==> config.mk <==
export PLATFORM = sky130hd
export DESIGN_NAME = smtp_command_session_fsm
export DESIGN_NICKNAME = d
export VERILOG_FILES = /design/src/hw/rtl/smtp_pkg.sv /design/src/hw/rtl/smtp_verb_decode.sv /design/src/hw/rtl/smtp_command_session_fsm.sv
export SDC_FILE = /design/constraint.sdc
export NUM_CORES = 1
export LEC_CHECK = 0
export ABC_CLOCK_PERIOD_IN_PS = 7750
export BUFFER_PORTS_ARGS = -buffer_cell sky130_fd_sc_hd__clkbuf_2
export CAP_MARGIN = 20
export CORE_MARGIN = 1
export CORE_UTILIZATION = 28
export DETAILED_ROUTE_END_ITERATION = 6
export HOLD_SLACK_MARGIN = 0.12
export PLACE_DENSITY = 0.48
export SLEW_MARGIN = 5
export SYNTH_ARGS = -nofsm -noshare
export SYNTH_HDL_FRONTEND = slang
export SYNTH_HIERARCHICAL = 1
export SYNTH_SLANG_ARGS = --single-unit
==> constraint.sdc <==
create_clock -name clock -period 7.75 [get_ports clock]
set_input_delay 0.3875 -clock clock [delete_from_list [all_inputs] [get_ports clock]]
set_output_delay 0.3875 -clock clock [all_outputs]
set_load 0.02 [all_outputs]
==> src/hw/rtl/smtp_pkg.sv <==
package smtp_pkg;

   // session states
   localparam logic [2:0] SESS_CONNECT    = 3'd0;
   localparam logic [2:0] SESS_HELLO      = 3'd1;
   localparam logic [2:0] SESS_SENDER     = 3'd2;
   localparam logic [2:0] SESS_RECIPIENT  = 3'd3;
   localparam logic [2:0] SESS_LETTER     = 3'd4;
   localparam logic [2:0] SESS_DISCONNECT = 3'd5;

   // command-line phases
   localparam logic [1:0] PHASE_SKIP  = 2'd0;
   localparam logic [1:0] PHASE_TOKEN = 2'd1;
   localparam logic [1:0] PHASE_REST  = 2'd2;

   // body line status
   localparam logic [1:0] BODY_EMPTY = 2'd0;
   localparam logic [1:0] BODY_DOT   = 2'd1;
   localparam logic [1:0] BODY_OTHER = 2'd2;

   // verb indexes
   localparam int VERB_COUNT = 11;
   localparam logic [3:0] VERB_HELO = 4'd0;
   localparam logic [3:0] VERB_EHLO = 4'd1;
   localparam logic [3:0] VERB_MAIL = 4'd2;
   localparam logic [3:0] VERB_RCPT = 4'd3;
   localparam logic [3:0] VERB_DATA = 4'd4;
   localparam logic [3:0] VERB_RSET = 4'd5;
   localparam logic [3:0] VERB_VRFY = 4'd6;
   localparam logic [3:0] VERB_EXPN = 4'd7;
   localparam logic [3:0] VERB_HELP = 4'd8;
   localparam logic [3:0] VERB_NOOP = 4'd9;
   localparam logic [3:0] VERB_QUIT = 4'd10;
   localparam logic [3:0] VERB_NONE = 4'd11;

   localparam logic [31:0] VERB_WORDS [VERB_COUNT] = '{
      "helo", "ehlo", "mail", "rcpt", "data", "rset",
      "vrfy", "expn", "help", "noop", "quit"
   };

   localparam logic [2:0] TOKEN_VERB_LEN = 3'd4;
   localparam logic [2:0] TOKEN_LEN_MAX  = 3'd5;

   // reply kinds
   localparam logic [4:0] KIND_HELO_OK       = 5'd0;
   localparam logic [4:0] KIND_EHLO_OK       = 5'd1;
   localparam logic [4:0] KIND_DUP_HELO      = 5'd2;
   localparam logic [4:0] KIND_HELO_FIRST    = 5'd3;
   localparam logic [4:0] KIND_SENDER_OK     = 5'd4;
   localparam logic [4:0] KIND_SENDER_AGAIN  = 5'd5;
   localparam logic [4:0] KIND_RCPT_NO_MAIL  = 5'd6;
   localparam logic [4:0] KIND_RCPT_OK       = 5'd7;
   localparam logic [4:0] KIND_NEED_MAIL     = 5'd8;
   localparam logic [4:0] KIND_NEED_RCPT     = 5'd9;
   localparam logic [4:0] KIND_ENTER_MAIL    = 5'd10;
   localparam logic [4:0] KIND_RESET         = 5'd11;
   localparam logic [4:0] KIND_NOT_IMPL      = 5'd12;
   localparam logic [4:0] KIND_HELP          = 5'd13;
   localparam logic [4:0] KIND_OK            = 5'd14;
   localparam logic [4:0] KIND_CLOSING       = 5'd15;
   localparam logic [4:0] KIND_UNRECOGNIZED  = 5'd16;
   localparam logic [4:0] KIND_MSG_COMPLETE  = 5'd17;

   // reply numbers
   localparam logic [9:0] NUM_NONE    = 10'd0;
   localparam logic [9:0] NUM_HELP    = 10'd214;
   localparam logic [9:0] NUM_CLOSING = 10'd221;
   localparam logic [9:0] NUM_OK      = 10'd250;
   localparam logic [9:0] NUM_START   = 10'd354;
   localparam logic [9:0] NUM_SYNTAX  = 10'd500;
   localparam logic [9:0] NUM_NOTIMPL = 10'd502;
   localparam logic [9:0] NUM_BADSEQ  = 10'd503;

   localparam logic [7:0] CHAR_NEWLINE = 8'h0A;
   localparam logic [7:0] CHAR_DOT     = 8'h2E;

   typedef struct packed {
      logic [4:0] kind;
      logic [9:0] number;
      logic [2:0] session;
   } reply_type;

endpackage

==> src/hw/rtl/smtp_verb_decode.sv <==
module smtp_verb_decode (
   input  logic [31:0] token_chars,
   input  logic [2:0]  token_length,
   output logic [3:0]  verb
);
   import smtp_pkg::*;

   always_comb begin
      verb = VERB_NONE;
      if (token_length == TOKEN_VERB_LEN) begin
         // table holds distinct words, so at most one hit
         for (int i = 0; i < VERB_COUNT; i++) begin
            if (token_chars == VERB_WORDS[i]) begin
               verb = 4'(i);
            end
         end
      end
   end

endmodule

==> src/hw/rtl/smtp_command_session_fsm.sv <==
// Server side of an SMTP command session, one received byte per transfer on
// req_. Command lines are parsed on the fly: leading whitespace is skipped,
// the first token is lowercased and matched against HELO, EHLO, MAIL, RCPT,
// DATA, RSET, VRFY, EXPN, HELP, NOOP and QUIT, and the rest of the line is
// dropped. The newline that ends a command line produces one rsp_ transfer
// with the reply kind, the SMTP reply number and the session state after
// the command. Whitespace-only lines produce nothing. After DATA is
// accepted, body lines are swallowed until a line that is exactly "."
// (no carriage return), which yields a message-complete reply (number 0)
// and returns the session to hello. After QUIT every byte is dropped.
// Throughput is one byte per clock while the block does not hold off req_;
// a byte that produces a reply reaches rsp_ through the input register and
// then the result register. The session update is a combinational step
// between those two registers. The block only holds off req_ when the
// result register is still full and the byte in the input register wants
// to produce another reply.
module smtp_command_session_fsm (
   input  logic       clock,
   input  logic       reset,
   input  logic       req_valid,
   output logic       req_ready,
   input  logic [7:0] req_rx_byte,
   output logic       rsp_valid,
   input  logic       rsp_ready,
   output logic [4:0] rsp_reply_kind,
   output logic [9:0] rsp_reply_number,
   output logic [2:0] rsp_session_state
);
   import smtp_pkg::*;

   // input register
   logic       byte_valid_ff, byte_valid_in;
   logic [7:0] byte_ff;

   // session state
   logic [2:0]  session_ff, session_in;
   logic [1:0]  phase_ff, phase_in;
   logic [31:0] token_ff, token_in;
   logic [2:0]  tlen_ff, tlen_in;
   logic [1:0]  body_ff, body_in;

   // result register
   logic      rsp_valid_ff, rsp_valid_in;
   reply_type reply_ff;

   logic       is_space, is_nl;
   logic [7:0] lower_byte;
   logic [3:0] verb;
   logic       emit;
   logic       stall, step;
   reply_type  reply_in;
   reply_type  verb_reply;

   smtp_verb_decode u_verb (
      .token_chars  (token_ff),
      .token_length (tlen_ff),
      .verb         (verb)
   );

   assign is_nl      = (byte_ff == CHAR_NEWLINE);
   assign is_space   = (byte_ff == 8'h20) || (byte_ff >= 8'h09 && byte_ff <= 8'h0D);
   assign lower_byte = (byte_ff >= 8'h41 && byte_ff <= 8'h5A) ? (byte_ff + 8'h20) : byte_ff;

   // reply and next session for the collected verb
   always_comb begin
      verb_reply.kind    = KIND_UNRECOGNIZED;
      verb_reply.number  = NUM_SYNTAX;
      verb_reply.session = session_ff;
      case (verb)
         VERB_HELO, VERB_EHLO: begin
            if (session_ff == SESS_CONNECT) begin
               verb_reply.kind    = (verb == VERB_HELO) ? KIND_HELO_OK : KIND_EHLO_OK;
               verb_reply.number  = NUM_OK;
               verb_reply.session = SESS_HELLO;
            end else begin
               verb_reply.kind   = KIND_DUP_HELO;
               verb_reply.number = NUM_BADSEQ;
            end
         end
         VERB_MAIL: begin
            if (session_ff == SESS_CONNECT) begin
               verb_reply.kind   = KIND_HELO_FIRST;
               verb_reply.number = NUM_BADSEQ;
            end else if (session_ff == SESS_HELLO) begin
               verb_reply.kind    = KIND_SENDER_OK;
               verb_reply.number  = NUM_OK;
               verb_reply.session = SESS_SENDER;
            end else begin
               verb_reply.kind   = KIND_SENDER_AGAIN;
               verb_reply.number = NUM_BADSEQ;
            end
         end
         VERB_RCPT: begin
            if (session_ff == SESS_SENDER || session_ff == SESS_RECIPIENT) begin
               verb_reply.kind    = KIND_RCPT_OK;
               verb_reply.number  = NUM_OK;
               verb_reply.session = SESS_RECIPIENT;
            end else begin
               verb_reply.kind   = KIND_RCPT_NO_MAIL;
               verb_reply.number = NUM_BADSEQ;
            end
         end
         VERB_DATA: begin
            if (session_ff == SESS_RECIPIENT) begin
               verb_reply.kind    = KIND_ENTER_MAIL;
               verb_reply.number  = NUM_START;
               verb_reply.session = SESS_LETTER;
            end else if (session_ff == SESS_SENDER) begin
               verb_reply.kind   = KIND_NEED_RCPT;
               verb_reply.number = NUM_BADSEQ;
            end else begin
               verb_reply.kind   = KIND_NEED_MAIL;
               verb_reply.number = NUM_BADSEQ;
            end
         end
         VERB_RSET: begin
            verb_reply.kind   = KIND_RESET;
            verb_reply.number = NUM_OK;
            if (session_ff != SESS_CONNECT) begin
               verb_reply.session = SESS_HELLO;
            end
         end
         VERB_VRFY, VERB_EXPN: begin
            verb_reply.kind   = KIND_NOT_IMPL;
            verb_reply.number = NUM_NOTIMPL;
         end
         VERB_HELP: begin
            verb_reply.kind   = KIND_HELP;
            verb_reply.number = NUM_HELP;
         end
         VERB_NOOP: begin
            verb_reply.kind   = KIND_OK;
            verb_reply.number = NUM_OK;
         end
         VERB_QUIT: begin
            verb_reply.kind    = KIND_CLOSING;
            verb_reply.number  = NUM_CLOSING;
            verb_reply.session = SESS_DISCONNECT;
         end
         default: begin
            verb_reply.kind   = KIND_UNRECOGNIZED;
            verb_reply.number = NUM_SYNTAX;
         end
      endcase
   end

   // per-byte session step
   always_comb begin
      session_in = session_ff;
      phase_in   = phase_ff;
      token_in   = token_ff;
      tlen_in    = tlen_ff;
      body_in    = body_ff;
      emit       = 1'b0;
      reply_in   = verb_reply;

      if (session_ff == SESS_LETTER) begin
         if (is_nl) begin
            if (body_ff == BODY_DOT) begin
               emit               = 1'b1;
               reply_in.kind      = KIND_MSG_COMPLETE;
               reply_in.number    = NUM_NONE;
               reply_in.session   = SESS_HELLO;
            end
            body_in = BODY_EMPTY;
         end else begin
            body_in = (body_ff == BODY_EMPTY && byte_ff == CHAR_DOT) ? BODY_DOT : BODY_OTHER;
         end
      end else if (session_ff < SESS_LETTER) begin
         case (phase_ff)
            PHASE_SKIP: begin
               if (!is_space) begin
                  token_in = {24'd0, lower_byte};
                  tlen_in  = 3'd1;
                  phase_in = PHASE_TOKEN;
               end
            end
            PHASE_TOKEN: begin
               if (is_space) begin
                  if (is_nl) begin
                     emit = 1'b1;
                  end else begin
                     phase_in = PHASE_REST;
                  end
               end else begin
                  token_in = {token_ff[23:0], lower_byte};
                  if (tlen_ff < TOKEN_LEN_MAX) begin
                     tlen_in = tlen_ff + 3'd1;
                  end
               end
            end
            default: begin
               if (is_nl) begin
                  emit = 1'b1;
               end
            end
         endcase
      end
      // disconnect: nothing changes

      if (emit) begin
         session_in = reply_in.session;
         phase_in   = PHASE_SKIP;
         token_in   = '0;
         tlen_in    = '0;
         body_in    = BODY_EMPTY;
      end
   end

   // hold the byte only if it needs the result register and that is still full
   assign stall     = byte_valid_ff && emit && rsp_valid_ff && !rsp_ready;
   assign step      = byte_valid_ff && !stall;
   assign req_ready = !stall;

   always_comb begin
      byte_valid_in = byte_valid_ff;
      if (req_valid && req_ready) begin
         byte_valid_in = 1'b1;
      end else if (step) begin
         byte_valid_in = 1'b0;
      end
      rsp_valid_in = rsp_valid_ff;
      if (step && emit) begin
         rsp_valid_in = 1'b1;
      end else if (rsp_ready) begin
         rsp_valid_in = 1'b0;
      end
   end

   always_ff @(posedge clock) begin
      if (reset) begin
         byte_valid_ff <= 1'b0;
         rsp_valid_ff  <= 1'b0;
         session_ff    <= SESS_CONNECT;
         phase_ff      <= PHASE_SKIP;
         token_ff      <= '0;
         tlen_ff       <= '0;
         body_ff       <= BODY_EMPTY;
      end else begin
         byte_valid_ff <= byte_valid_in;
         rsp_valid_ff  <= rsp_valid_in;
         if (step) begin
            session_ff <= session_in;
            phase_ff   <= phase_in;
            token_ff   <= token_in;
            tlen_ff    <= tlen_in;
            body_ff    <= body_in;
         end
      end
   end

   // payload registers
   always_ff @(posedge clock) begin
      if (req_valid && req_ready) begin
         byte_ff <= req_rx_byte;
      end
      if (step && emit) begin
         reply_ff <= reply_in;
      end
   end

   assign rsp_valid         = rsp_valid_ff;
   assign rsp_reply_kind    = reply_ff.kind;
   assign rsp_reply_number  = reply_ff.number;
   assign rsp_session_state = reply_ff.session;

endmodule

# After elaboration in Yosys (flattened, before gate mapping)
# Cells that the tools add are included.
# totals
regBits	70
output_inout_bits	20
# op_classes
n_addsub	2
magnitude_cmp	6
n_eq_ne	37
muxes	66
n_reduce_logical	30
# ops
operator	n
$eq A32 B31 Y1 const B	11
$mux W32	5
$pmux W15 S9	1
$pmux W32 S2	1
$mux W18	3
$mux W4	12
$mux W3	12
$mux W11	3
$mux W2	10
$pmux W3 S6	1
$eq A4 B3 Y1 const B	4
$eq A8 B6 Y1 const B	2
$mux W15	1
$ne A3 B3 Y1 const B	5
$reduce_and A7 Y1	2
$mux W13	1
$eq A4 B4 Y1 const B	3
$mux W12	1
$mux W1	11
$logic_and A1 B1 Y1	9
$add A8 B6 Y8 const B	1
$eq A4 B2 Y1 const B	2
$eq A8 B4 Y1 const B	1
$ge A8 B4 Y1 const B	1
other kinds (25)	38

# Logic depth before layout (Yosys ltp)
# Gate-level depths: netlist of run 1.
# logic_depth
depth_word	20
depth_mapped	12
mapped_depth_nobuf	11

# Hierarchy
# Netlist of run 1, hierarchy kept.
# modules_own_cells
mod	instances	cells_per_inst	area_per_inst_um2	seq_area_each_um2
smtp_command_session_fsm	1	338	3209.3	1601.5
smtp_verb_decode	1	76	536.8	0.0

# Worst setup path before layout of run 1
# OpenSTA, ideal clock, no wires.
# synth_path
path_type	reg-to-reg
from	register token_ff[20]
to	register reply_ff (netlist bit rsp_session_state[0]), data pin
t_arrival_ps	2400
t_required_ps	7491
path_slack_ps	5091
path_stages_with_launch	12
n_path_buf	0
period_less_slack_ps	2659
cell_sequence	dfxtp_1 -> and4bb_2 -> nand4_1 -> or4_4 -> a2bb2oi_1 -> a31o_1 -> nor3b_1 -> nand2_1 -> a21oi_1 -> a311oi_1 -> nor3_1 -> inv_1
# synth_rtl
element	line_no	text
start: declaration	smtp_command_session_fsm.sv:38	logic [31:0] token_ff, token_in;
start signal: assignment	smtp_command_session_fsm.sv:245	token_ff <= token_in;
end signal: assignment	smtp_command_session_fsm.sv:258	reply_ff <= reply_in;
end: declaration	smtp_command_session_fsm.sv:44	reply_type reply_ff;

==> results of run 1 <==
==> layer usage <==
metal / routed length [um] / GRT usage [%] / vias up
li1: - / - / 1587
met1: 4390 / 17.9 / 1497
met2: 4020 / 19.5 / 72
met3: 300 / 3.34 / 12
met4: 156 / 5.21 / 0
met5: 0 / 0 / -
==> worst max-delay path, cell delays in order, from the launching register on <==
cell,delay [ns]
dfxtp_1,0.33
nand4b_1,0.25
or3_1,0.44
nor4_1,0.47
a21oi_1,0.12
a31o_1,0.41
nor3b_1,0.37
nand2_1,0.12
a21oi_1,0.20
a311oi_1,0.07
nor3_1,0.27
inv_1,0.07
==> cell type report <==
type,count,area [um2]
fill,1340,8490
clock inverter,3,40.0
clock buffer,13,292
tap,172,215
sequential,68,1600
multi-input combinational,312,1980
timing repair buffer,33,173
inverter,10,37.5
==> worst max-delay path by stage <==
stage,startpoint,end,slack (ns)
global placement,token_ff[26],rsp_session_state[0],4.49
detailed placement,token_ff[16],rsp_session_state[0],4.47
finish,token_ff[23],rsp_session_state[0],4.40
floorplan,token_ff[20],rsp_session_state[0],5.09
CTS,token_ff[16],rsp_session_state[0],4.45
global route,token_ff[16],rsp_session_state[0],4.06
==> cell usage in the layout, fill, tap and decap left out, drive strengths merged, types with 5 or more instances in the layout <==
cell type | synthesis | routed
a21oi | 31 | 31
nand4b | 6 | 6
a22oi | 26 | 26
mux2i | 5 | 5
nor4 | 8 | 8
nor3 | 17 | 17
nand3b | 6 | 6
nand4 | 8 | 8
o21ai | 15 | 15
inv | 10 | 10
nor3b | 5 | 5
and4bb | 5 | 5
nor2 | 63 | 63
clkbuf | 15 | 43
edfxtp | 24 | 24
nor2b | 10 | 10
nand2 | 30 | 30
nand2b | 6 | 6
nand3 | 11 | 11
dfxtp | 44 | 44
==> registers in the layout, indices dropped and copies added, names as in the netlist <==
signal,cells
rsp_valid,1
rsp_reply_number,8
rsp_reply_kind,5
rsp_session_state,3
byte_valid_ff,1
tlen_ff,3
session_ff,3
byte_ff,8
body_ff,2
phase_ff,2
token_ff,32
==> power groups by stage <==
stage                     Combinational [mW]  Clock (mW)  Sequential [mW]
after floorplan                       0.0289           0            0.390
after global placement                0.0346           0            0.394
after detailed placement              0.0349           0            0.394
after CTS                             0.0350       0.458            0.386
after global routing                  0.0379       0.475            0.387
final                                 0.0342       0.446            0.386
==> through the flow <==
| step | std cells | hold WS, ns | power, mW |
|---|---|---|---|
| floorplan | 414 | 0.454 | 0.419 |
| global placement | 595 | 0.487 | 0.428 |
| detailed placement | 595 | 0.491 | 0.429 |
| CTS | 611 | 0.217 | 0.879 |
| global route | 611 | 0.215 | 0.900 |
| finish | 611 | 0.227 | 0.866 |
==> cell families (layout without fill, tap and decap cells) <==
kind of cell	Yosys count	after routing	share of synthesized area, %
adders and majority gates	2	2	0.668
DFF	68	68	42.8
muxes	5	5	1.34
buffers and inverters	34	59	4.64
other	1	1	0.100
and+or+nand+nor	197	197	29.7
AOI/OAI and AO/OA	107	107	20.8
==> results.ini, run 1 <==
[power_and_ir_drop]
power.share.switching_pct=21.2
powerDensity_mw_per_mm2=200
pwr-share-comb_pct=3.9
power.leakage_nw=1.48
clock_power_share_pct=51.5
p_int_uw=683
seq_power_share_pct=44.6
power_switching_uw=183
ir_drop_uv=130

[die]
dieArea_mm2=0.0138
initial_core_util_pct=29.2
ios=32
dieHeight_um=118
coreArea_mm2=0.0128
rows=41
die_w_um=118

[setup_path]
crit_required_ns=7.84
path_class=flop to flop
r2r_end=rsp_session_state[0]
crit_path_end_kind=flop
reg2reg_slack_ns=4.40
r2r_start=token_ff[23]
worst-path-max-fanout=15
reg2regPathDepth=11
startpoint_type=flop
cp_data_arrival_time_ns=3.44

[routing]
drt-vias-per-instance=5.18
post_drt_wl_per_cell_um=14.5
via_count=3168
ant_nets=0
firstDrtPassIters=4
remaining_drc_errors=0
routed_wl_um=8870
drtIter0Drc=170

[logic_synthesis]
yosys.area.top_type=dfxtp_1
synth_top_flop_cell=dfxtp_1
synth_seq_cells=68
synth_nets=428
synthTopCellsByCount=nor2_1, dfxtp_1, a21oi_1
synthMostInstantiatedCell=nor2_1
synth_top_area_share_pct=23.5
netlist_area_mm2=0.00375
async_reset_ff_share_pct=0
synth.area.top_cells=dfxtp_1, edfxtp_1, nor2_1
yosysUniqueCellTypes=73
synth_edf_count=24
yosys_warnings=6
syn_avg_cell_area_um2=9.05
ys_seq_area_share_pct=42.8
synthCells=414

[status]
status=completed

[sta]
finalSetupViolations=0
fin_crit_sh_pct=43.3
hold_violations=0
grt_setup_unrepaired=no
min_period_ns=3.35
slew_headroom_pct=38.5
tns_ns=0
skew_ns=0.00671
fmax_mhz=298
worstMarginPinSlew_ns=0.923
slew_violations=0
layout_setup_ws_ns=4.40

[job]
drv_cap=0

[final_layout]
fin_util_pct=33.8
area_growth_pct=15.8
diodes=0
final_nets=448
final_cell_area_mm2=0.00434
drive_gt1_share_pct=16.6

[grt]
antenna_found_initial=0
grt_max_degree=44
grt_first_pass_wirelength_um=14600
track_usage_pct=13.1
grt_pass1_vias=2893
gr-total-overflow=0

[worst_hold_path]
min-delay-start=req_rx_byte[2]
holdPathEnd=byte_ff[2]
hp-class=input pin to flop
holdPathStages=1

[clock_tree]
clock_sinks=68
clk_latency_ns=0.34
path_clk_slew_ns=0.06
cts_hold_buf=0
cts_tree=built
post-cts-setup-buffers=0
htree_levels=3
cts_root_buf=clkbuf_16
cts.path.max_buffers=2
ctsResizeCount=0
cts_made_buffers=9

[place]
dpl_cell_area_mm2=0.00401
gp_congestion=0.935
dp_hpwl_um=6070
place_ws_ns=4.47
io_buffers=30

No activity file was read; power rests on OpenSTA's default activity.
==> inputs of run 2 (changes only) <==
ABC_AREA = 1   (was unset)
ABC_CLOCK_PERIOD_IN_PS = 3400   (was 7750)
PLACE_DENSITY = 0.47   (was 0.48)
clock period = 3.4 ns   (was 7.75 ns; I/O delays follow)
==> results.ini, run 2 <==
[status]
status=completed  ; unchanged

[setup_path]
crit_path_end_kind=flop  ; unchanged
worst-path-max-fanout=7  ; was 15
cp_data_arrival_time_ns=2.99  ; was 3.44 ns
path_class=flop to flop  ; unchanged
crit_required_ns=3.68  ; was 7.84 ns
startpoint_type=flop  ; unchanged

[die]
coreArea_mm2=0.0159  ; was 0.0128 mm2
die_w_um=130  ; was 118 um
ios=32  ; unchanged
rows=46  ; was 41
dieHeight_um=130  ; was 118 um
dieArea_mm2=0.0168  ; was 0.0138 mm2
initial_core_util_pct=28.7  ; was 29.2%

[logic_synthesis]
synthTopCellsByCount=nand2_1, nor2_1, inv_1  ; was nor2_1, dfxtp_1, a21oi_1
async_reset_ff_share_pct=0  ; unchanged
yosysUniqueCellTypes=46  ; was 73
synth_nets=716  ; was 428
synth_top_area_share_pct=19.3  ; was 23.5%
yosys.area.top_type=dfxtp_1  ; unchanged
synth_top_flop_cell=dfxtp_1  ; unchanged
synth_seq_cells=68  ; unchanged
ys_seq_area_share_pct=35.1  ; was 42.8%
syn_avg_cell_area_um2=6.50  ; was 9.05 um2
yosys_warnings=6  ; unchanged
netlist_area_mm2=0.00456  ; was 0.00375 mm2
synthCells=702  ; was 414
synthMostInstantiatedCell=nand2_1  ; was nor2_1
synth.area.top_cells=dfxtp_1, nand2_1, edfxtp_1  ; was dfxtp_1, edfxtp_1, nor2_1
synth_edf_count=24  ; unchanged

[grt]
grt_first_pass_wirelength_um=18400  ; was 14600 um
grt_pass1_vias=3888  ; was 2893
grt_max_degree=33  ; was 44
track_usage_pct=14.0  ; was 13.1%
gr-total-overflow=0  ; unchanged
antenna_found_initial=0  ; unchanged

[place]
dp_hpwl_um=8050  ; was 6070 um
gp_congestion=0.858  ; was 0.935
placed_cells=934  ; was 595
io_buffers=30  ; unchanged
place_ws_ns=0.739  ; was 4.47 ns

[sta]
fin_crit_sh_pct=79.8  ; was 43.3%
layout_setup_ws_ns=0.688  ; was 4.40 ns
min_period_ns=2.71  ; was 3.35 ns
worstMarginPinSlew_ns=0.708  ; was 0.923 ns
hold_violations=0  ; unchanged
slew_headroom_pct=52.8  ; was 38.5%
skew_ns=0.0106  ; was 0.00671 ns
finalSetupViolations=0  ; unchanged
tns_ns=0  ; unchanged
grt_setup_unrepaired=no  ; unchanged
slew_violations=0  ; unchanged
fmax_mhz=369  ; was 298 MHz

[power_and_ir_drop]
powerDensity_mw_per_mm2=394  ; was 200 mW/mm2
power.leakage_nw=2.17  ; was 1.48 nW
finalPower_mw=2.06  ; was 866 uW
ir_drop_uv=273  ; was 130 uV

[final_layout]
final_common_cell=nand2_1  ; was nor2_1
final_nets=752  ; was 448
final_cells=959  ; was 611
regMostFlops=token_ff  ; unchanged
diodes=0  ; unchanged
num-fill-cells=1803  ; was 1340
final_cell_mix=nand2_1, nor2_1, inv_1, nand3_1, dfxtp_1  ; was nor2_1, dfxtp_1, clkbuf_2, a21oi_1, nand2_1
area_growth_pct=14.5  ; was 15.8%
drive_gt1_share_pct=17.5  ; was 16.6%
largest_reg_flops=32  ; unchanged
fin_util_pct=32.9  ; was 33.8%

[routing]
routed_wl_um=10900  ; was 8870 um
via_count=4152  ; was 3168
ant_nets=0  ; unchanged
drt-vias-per-instance=4.33  ; was 5.18
remaining_drc_errors=0  ; unchanged
post_drt_wl_per_cell_um=11.3  ; was 14.5 um
drtIter0Drc=226  ; was 170
firstDrtPassIters=4  ; unchanged

[worst_hold_path]
hp-class=input pin to flop  ; unchanged

[clock_tree]
cts_tree=built  ; unchanged
cts_root_buf=clkbuf_16  ; unchanged
cts.path.max_buffers=2  ; unchanged
path_clk_slew_ns=0.06  ; about the same
clock_sinks=68  ; unchanged
clk_latency_ns=0.34  ; about the same
htree_levels=3  ; unchanged
cts_made_buffers=9  ; unchanged

[job]
drv_cap=0  ; unchanged

==> run 2: cell count changes in the layout (fill, tap and decap cells not counted), sizes merged, moves of 7 or more <==
cell | before | now
nand2 | 30 | 220
nor2 | 63 | 160
inv | 10 | 105
nand3 | 11 | 53
a22oi | 26 | 0
nor2b | 10 | 0
dlygate4sd3 | 0 | 9
a21oi | 31 | 23
nor3 | 17 | 9
nor4 | 8 | 1
==> run 2: metrics by stage <==
step / cell area [um2] / hold slack (ns)
after floorplan: 4560 / 0.249
after global placement: 4880 / 0.347
after detailed placement: 4880 / 0.349
after CTS: 5230 / 0.182
after global routing: 5230 / 0.227
final: 5230 / 0.190
==> run 2: cell type report <==
class	instances	area, um2	share of cell area (%)
Clock buffer	10	229	4.38
Clock inverter	6	31.3	0.599
Inverter	105	394	7.54
Multi-Input combinational cell	513	2440	46.8
Sequential cell	68	1600	30.6
Tap cell	216	270	5.17
Timing Repair Buffer	41	255	4.88
==> run 2: final timing paths <==
kind / endpoint / depth (start not counted) / startpoint / slack [ns]
hold reg to reg: body_ff[0] / 2 / body_ff[0] / 0.51
setup reg to reg: session_ff[0] / 20 / token_ff[1] / 0.69
setup / recovery: session_ff[0] / 20 / token_ff[1] / 0.69
hold / removal: rsp_valid / 4 / rsp_ready / 0.19
==> run 2: worst max-delay path, stage by stage, from the launching register on <==
cell     delay [ns]
dfxtp_1        0.48
inv_2          0.06
nand2_2        0.11
nor2_1         0.06
nand3_2        0.10
nor2_1         0.07
nand2_1        0.05
nand2_1        0.07
nor2_1         0.10
nand2_1        0.05
nand2_1        0.16
inv_1          0.13
nor2_1         0.18
inv_1          0.08
nor2_1         0.27
nand2_1        0.16
o21ai_0        0.17
o21ai_0        0.10
nand3_1        0.13
nor2_1         0.05
nor2_1         0.07
==> run 2: cells by family after synthesis <==
family | count (synthesis) | synth area share [%]
AOI/OAI and AO/OA | 49 | 6.86
adders and majority gates | 2 | 0.548
buffers and inverters | 121 | 11.3
DFF | 68 | 35.1
other | 1 | 0.0822
and+or+nand+nor | 461 | 46.1
==> run 2: metal layers <==
metal	vias to the layer above	global-route usage [%]	wire length (um)	share of wire, %
li1	2253	-	-	-
met3	7	2.85	306	2.8
met5	-	0	0	0
met4	0	4.10	129	1.2
met2	59	23.7	4990	46
met1	1833	17.9	5430	50
==> run 2: what timing repair did <==
item / CTS / global route
buffers inserted: 0 / 0
resized for setup: 0 / 0
hold buffers: 9 / 0
hold endpoints to repair: 9 / 0
setup endpoints to repair: 0 / 0
==> run 2: report_power, final <==
group	internal [mW]	total, mW	switching (mW)	leakage, nW
Clock	0.486	0.845	0.359	0.131
Combinational	0.0956	0.280	0.184	1.48
Sequential	0.883	0.934	0.0509	0.560
